$ cat src/design/tsdt_pkg.sv
// ----------------------------------------------------------------------------
// tsdt_pkg
// Types and constants for the transport-stream timestamp duration tracker.
// ----------------------------------------------------------------------------
package tsdt_pkg;

  localparam int PTS_W = 33;
  localparam int PCR_W = 42;
  localparam int DUR_W = 43;
  localparam int PID_W = 13;
  localparam int DSOR_W = 16;

  localparam logic [PCR_W-1:0] PCR_RANGE = 42'd2576980377600;
  localparam logic [PCR_W-1:0] PCR_HALF = 42'd1288490188800;
  localparam logic [PTS_W-1:0] PTS_HALF = 33'h100000000;

  localparam logic [DSOR_W-1:0] DSOR_PTS = 16'd90;
  localparam logic [DSOR_W-1:0] DSOR_PCR = 16'd27000;

  // ceil(2^shift / divisor), exact for dividends below 2^31
  localparam logic [31:0] RCP_PTS = 32'd3054198967;
  localparam logic [31:0] RCP_PCR = 32'd2606249785;
  localparam int RCP_SH_PTS = 38;
  localparam int RCP_SH_PCR = 46;

  localparam logic [1:0] SRC_NONE = 2'd0;
  localparam logic [1:0] SRC_PTS = 2'd1;
  localparam logic [1:0] SRC_PCR = 2'd2;

  localparam logic [1:0] MODE_PACKET = 2'd0;
  localparam logic [1:0] MODE_QUERY = 2'd1;
  localparam logic [1:0] MODE_FORGET = 2'd2;

  typedef enum logic [1:0] {
    OP_PACKET = 2'd0,
    OP_QUERY  = 2'd1,
    OP_FORGET = 2'd2
  } op_t;

  typedef struct packed {
    op_t              op;
    logic [PID_W-1:0] pid;
    logic             pcr_en;
    logic [PCR_W-1:0] pcr;
    logic             pts_en;
    logic [PTS_W-1:0] pts;
  } item_t;

  typedef struct packed {
    logic pop;
    logic clearing;
  } back_ctl_t;

endpackage

$ cat src/design/tsdt_front.sv
// ----------------------------------------------------------------------------
// tsdt_front
// Accepts requests, decodes the mode and holds them in a two-entry queue.
// ----------------------------------------------------------------------------
module tsdt_front (
  input  logic                       clk,
  input  logic                       rst,
  input  logic                       push,
  output logic                       full,
  input  logic [1:0]                 mode,
  input  logic [tsdt_pkg::PID_W-1:0] packet_pid,
  input  logic                       has_pcr,
  input  logic [tsdt_pkg::PCR_W-1:0] pcr_value,
  input  logic                       has_pts,
  input  logic [tsdt_pkg::PTS_W-1:0] pts_value,
  input  logic                       pid_tracked,
  input  tsdt_pkg::back_ctl_t        ctl,
  output logic                       q_valid,
  output tsdt_pkg::item_t            q_item
);

  tsdt_pkg::item_t slots [2];
  logic            wr_ptr;
  logic            rd_ptr;
  logic [1:0]      count;
  logic            acc;
  logic            keep;
  logic            deq;
  tsdt_pkg::item_t in_item;

  assign full    = (count == 2'd2) || ctl.clearing;
  assign acc     = push && !full;
  assign q_valid = (count != 2'd0);
  assign q_item  = slots[rd_ptr];
  assign deq     = ctl.pop && q_valid;

  always_comb begin
    in_item        = '0;
    in_item.pid    = packet_pid;
    in_item.pcr    = pcr_value;
    in_item.pts    = pts_value;
    in_item.pcr_en = has_pcr;
    in_item.pts_en = has_pts && pid_tracked;
    keep           = 1'b1;
    case (mode)
      tsdt_pkg::MODE_PACKET: in_item.op = tsdt_pkg::OP_PACKET;
      tsdt_pkg::MODE_QUERY:  in_item.op = tsdt_pkg::OP_QUERY;
      tsdt_pkg::MODE_FORGET: in_item.op = tsdt_pkg::OP_FORGET;
      default: begin
        // drop the unused mode here
        in_item.op = tsdt_pkg::OP_PACKET;
        keep       = 1'b0;
      end
    endcase
  end

  always_ff @(posedge clk) begin
    if (acc && keep) begin
      slots[wr_ptr] <= in_item;
    end
  end

  always_ff @(posedge clk) begin
    if (rst) begin
      wr_ptr <= 1'b0;
      rd_ptr <= 1'b0;
      count  <= 2'd0;
    end else begin
      if (acc && keep) begin
        wr_ptr <= !wr_ptr;
      end
      if (deq) begin
        rd_ptr <= !rd_ptr;
      end
      count <= count + 2'(acc && keep) - 2'(deq);
    end
  end

endmodule

$ cat config.mk
export PLATFORM = sky130hd
export DESIGN_NAME = tsdt_front
export DESIGN_NICKNAME = d
export VERILOG_FILES = /design/src/design/tsdt_pkg.sv /design/src/design/tsdt_front.sv
export SDC_FILE = /design/constraint.sdc
export NUM_CORES = 1
export LEC_CHECK = 0
export BUFFER_PORTS_ARGS = -buffer_cell sky130_fd_sc_hd__buf_2
export CAP_MARGIN = 30
export CELL_PAD_IN_SITES_DETAIL_PLACEMENT = 2
export CELL_PAD_IN_SITES_GLOBAL_PLACEMENT = 2
export CORE_MARGIN = 2
export CORE_UTILIZATION = 36
export CTS_CLUSTER_DIAMETER = 40
export DETAILED_ROUTE_END_ITERATION = 12
export GPL_ROUTABILITY_DRIVEN = 0
export GPL_TIMING_DRIVEN = 0
export PLACE_DENSITY = 0.73
export RECOVER_POWER = 25
export SYNTH_ARGS = -nofsm -noshare
export SYNTH_HDL_FRONTEND = slang
export SYNTH_SLANG_ARGS = --single-unit
$ cat constraint.sdc
create_clock -name clk -period 14.7 [get_ports clk]
set_input_delay 1.47 -clock clk [delete_from_list [all_inputs] [get_ports clk]]
set_output_delay 1.47 -clock clk [all_outputs]
set_load 0.05 [all_outputs]
## After elaboration in Yosys (flattened, before gate mapping)

Memory sizes are Yosys's and may differ from the RTL's. A register that Yosys moved wholly into a read port is not among the register bits.
Cells that the tools add are included.

- ROM bits: 0
- Bits in latches: 0
- Logic and storage cells: 26
- Memory bits (writable): 184
- Register bits: 4
- Output and inout port bits: 94
- Bits of input ports: 98
- Memories kept: 1

- $add $sub $neg: 2
- $lt $le $gt $ge: 0
- Mux-type cells: 6
- Div/mod/pow operators: 0
- Multipliers: 0
- Eq/ne operators: 3
- Shift operators: 0
- Reduce and logical (&&, ||, !) cells: 11
- Bitwise operators: 0

Memories:

| memory | words | width | rd ports | clocked after Yosys merged registers in | wr ports | line | source |
|---|---|---|---|---|---|---|---|
| slots | 2 | 92 | 1 | 1 | 1 | tsdt_front.sv:22 | `tsdt_pkg::item_t slots [2];` |

Operator list:

| kind | number |
|---|---|
| two-way mux 1 bit | 5 |
| == test 2 bit (second input constant) | 2 |
| logical AND 1 bit | 4 |
| one-hot mux 2 bit (2 select lines) | 1 |
| logical NOT 1 bit | 3 |
| OR reduction 3 bit | 1 |
| adder 2 x 1 -> 2 bit | 1 |
| == test 2 x 1 -> 1 bit (second input constant) | 1 |
| logical NOT 2 bit | 1 |
| nonzero test 2 bit | 1 |
| subtractor 2 x 1 -> 2 bit | 1 |
| logical OR 1 bit | 1 |

## Depth between registers and ports, before layout

- Depth in word-level cells: 7
- Gate-level depth with buffers: 8
- Gate-level depth less buffers: 8

## Worst setup path after synthesis

OpenSTA, ideal clock, no wires.

- Path kind: input -> register
- Start point: input push
- End point: memory slots[1][0] in the netlist's numbering, enable pin
- Path buffers: 0
- Arrival: 5.957 ns
- Library setup time: 0.543 ns
- Stages: 3
- Required time: 14.157 ns
- Setup slack: 8.200 ns
- Cells stage by stage: a21bo_2 -> or3_2 -> nor2_1

- Word-level cells in the longest chain between the ends: 4

Ends and longest elaborated chain:

| element | line | source |
|---|---|---|
| start, declared | tsdt_front.sv:8 | `input logic push,` |
| logical AND 1 bit | tsdt_front.sv:32 | `assign acc = push && !full;` |
| logical AND 1 bit | tsdt_front.sv:58 | `if (acc && keep) begin` |
| two-way mux 1 bit | tsdt_front.sv:58 |  |
| two-way mux 1 bit (not written as such) | tsdt_front.sv:59 | `slots[wr_ptr] <= in_item;` |
| end, declared | tsdt_front.sv:22 |  |

Every way passes these cells.

## Worst setup path after layout

- Start point: input ctl[0] in the netlist's numbering
- End point: output full

- Word-level cells in the longest chain between the ends: 1

Ends and longest elaborated chain:

| element | line | source |
|---|---|---|
| start, declared | tsdt_front.sv:17 | `input tsdt_pkg::back_ctl_t ctl,` |
| logical OR 1 bit | tsdt_front.sv:31 | `assign full = (count == 2'd2) \|\| ctl.clearing;` |
| end, declared | tsdt_front.sv:9 | `output logic full,` |

Every way passes these cells.

==> run metrics <==
setup TNS 0 ps; Root Buffer clkbuf_16; required time worst endpoint 13230 ps; Post-synth top cells 184 x edfxtp_1, 92 x mux2_2, 10 x buf_2, 5 x dfxtp_1, 4 x nor2_1; Switching Fraction 36.5%; Hold Path End wr_ptr$_SDFFE_PP0P_; status finished clean; initial antenna violation count 2; Hold Crit Class flop to flop; reg2reg setup slack 12440 ps; total gr overflow 0; Startpoint Class primary input; worst hold slack 510 ps; post-synthesis register bit count 189; Worst EP arrival 2110 ps; Final ANT Viol Nets 0; count leader, synth edfxtp_1; sequential share of power 40.2%; Fmax achieved 280 MHz; Peak VDD IR 0.0794 mV; Yosys cell types 22; Hold Crit Depth 2; pin slew with the least headroom to its limit 559 ps; vias per cell 4.74; Slew Viols, Final 0; htree depth 4; average wire per standard cell 19.6 microns; Reg2Reg Capture Point slots[1][57]$_DFFE_PP_; Primary FF master, synth edfxtp_1; Synth top area share 80.1%; Max stage delay cell, worst path or2_2; area leader, netlist edfxtp_1; post-CTS resize count 0; Reg clk slew, reported paths 70 ps; total number of vias 3690; die width 142 microns; CTS Hold Bufs 0; Mapped Avg Cell Area 21.7 sq um; Num Clock Sinks 189; min cycle time layout 3580 ps; share of cells above drive strength 1 57.0%; P_leak 0.00318 uW; Post-Syn Area 0.00689 sq mm; Final Cycle Share 24.3%; Comb pwr share 33.5%; router iterations before antenna repair 4; initial core utilization 36.7%; DP Area 0.00824 sq mm; sequential area share after synthesis 81.6%; crit path cell chain buf_2 > or2_2 > buf_2; # DRC 0; pwr/cell area 182 mW/mm^2; asr flop ratio synth 0%; worst min-delay path startpoint wr_ptr$_SDFFE_PP0P_; CTS max path bufs 2; Max Fanout on Critical Path 4; crit end category output port; clock share of power 26.3%; largest net degree at the start of global routing 56; delay of the slowest critical-path stage 300 ps; Clock Skews 7.48 ps; DR iter-0 viols 112; global-route wire length before repair 23.3 mm; CP Class primary input to output port; CP most frequent cell buf_2; DRT Wirelength 15.3 mm; synth top area cells edfxtp_1 80%, mux2_2 15%, dfxtp_1 1.5%, buf_2 0.73%, ha_1 0.36%; total CTS buffers 17; Buffers on Ports 191; post-CTS setup buffers 0; die area 0.0203 sq mm; area grow syn2layout 26.9%; Layout Utilization 46.6%; TritonCTS clock tree yes; RSZ-0062 raised after global routing no; Worst slew margin 62.7%; final setup fails 0; max-capacitance violation count 0; GR Util All Layers 15.5%; vias in the first global route 4376; Core Area 0.0188 sq mm; fin nets 631; # rows 50; I/O Pins 192; Post-synth EDFFs 184; FF-to-FF path depth 5; Clk Latency, worst-skew pair 420 ps; Syn Nets 417; Synth Warn # 0; Internal 1010 uW; HPWL after DPL 10.7 mm; final hold viol count 0; R2R Path Start count[1]$_SDFF_PP0_; total design power 1600 uW; Die H 142 microns; NetSw 582 uW; Finished Cell Area 0.00875 sq mm; Mapped Cells 317
[cells by family after synthesis]
family          share of synthesized area (%)
flops                                    81.6
mux                                      15.0
simple gates                             1.43
buf+inv                                 0.889
compound gates                          0.436
xor+xnor                                0.254
fa+ha+maj                               0.363
[worst max-delay path by stage]
stage / start / endpoint / slack, ps
detailed placement: mode[0] / slots[1][11]$_DFFE_PP_ / 11120
floorplan: push / slots[1][0]$_DFFE_PP_ / 8200
CTS: ctl[0] / full / 11120
global placement: mode[0] / slots[1][11]$_DFFE_PP_ / 5750
global route: flop / q_item[40] / 11080
finish: ctl[0] / full / 11120
[critical path: cells and delay by family]
kind          cells  cell delay, ps
buf+inv           2             340
simple gates      1             300
[metrics by stage]
stage	worst slack, ps	cells
after floorplan	8200	317
after CTS	11120	778
after global placement	5750	742
after global routing	11080	778
final	11120	779
after detailed placement	11120	746
[routing by layer]
metal	GRT usage, %	part of all wire, %	vias to the layer above	routed length [microns]
li1	-	-	1685	-
met1	16.6	37	1867	5660
met2	28.7	55	117	8390
met3	5.01	6.5	19	987
met4	5.16	1.4	2	214
met5	0	0.085	-	13
[sequential cells by signal, summed over array words and instances (netlist names), named ones only]
signal / count
slots: 184
rd_ptr: 1
count: 2
wr_ptr: 1
[layout by cell type (no fill, tap or decap), drive strengths merged]
cell,count
edfxtp,184
buf,184
mux2,92
clkbuf,40
clkinv,8
dfxtp,5
clkinvlp,4
nor2,4
inv,3
nor2b,3
or2,2
ha,2
and2,2
diode,1
o21a,1
a21bo,1
or3,1
and2b,1
or4,1
xnor2,1
o31ai,1
a21oi,1
xor2,1
nor3,1
bufinv,1
[area by class of cell]
type	instances	area [sq um]
Clock buffer	19	433
Sequential cell	189	5630
Inverter	3	13.8
Clock inverter	13	101
Multi-Input combinational cell	115	1210
Timing Repair Buffer	195	1020
Fill cell	1761	10000
Antenna cell	1	2.50
Buffer	10	50.0
Tap cell	234	293
[power by group through the flow]
stage	Clock, uW	Combinational (uW)	Sequential (uW)
after global placement	0	530	655
after CTS	433	545	641
final	420	535	641
after detailed placement	0	543	653
after global routing	451	563	644
after floorplan	0	416	651
Power figures use the tool's default switching activity.
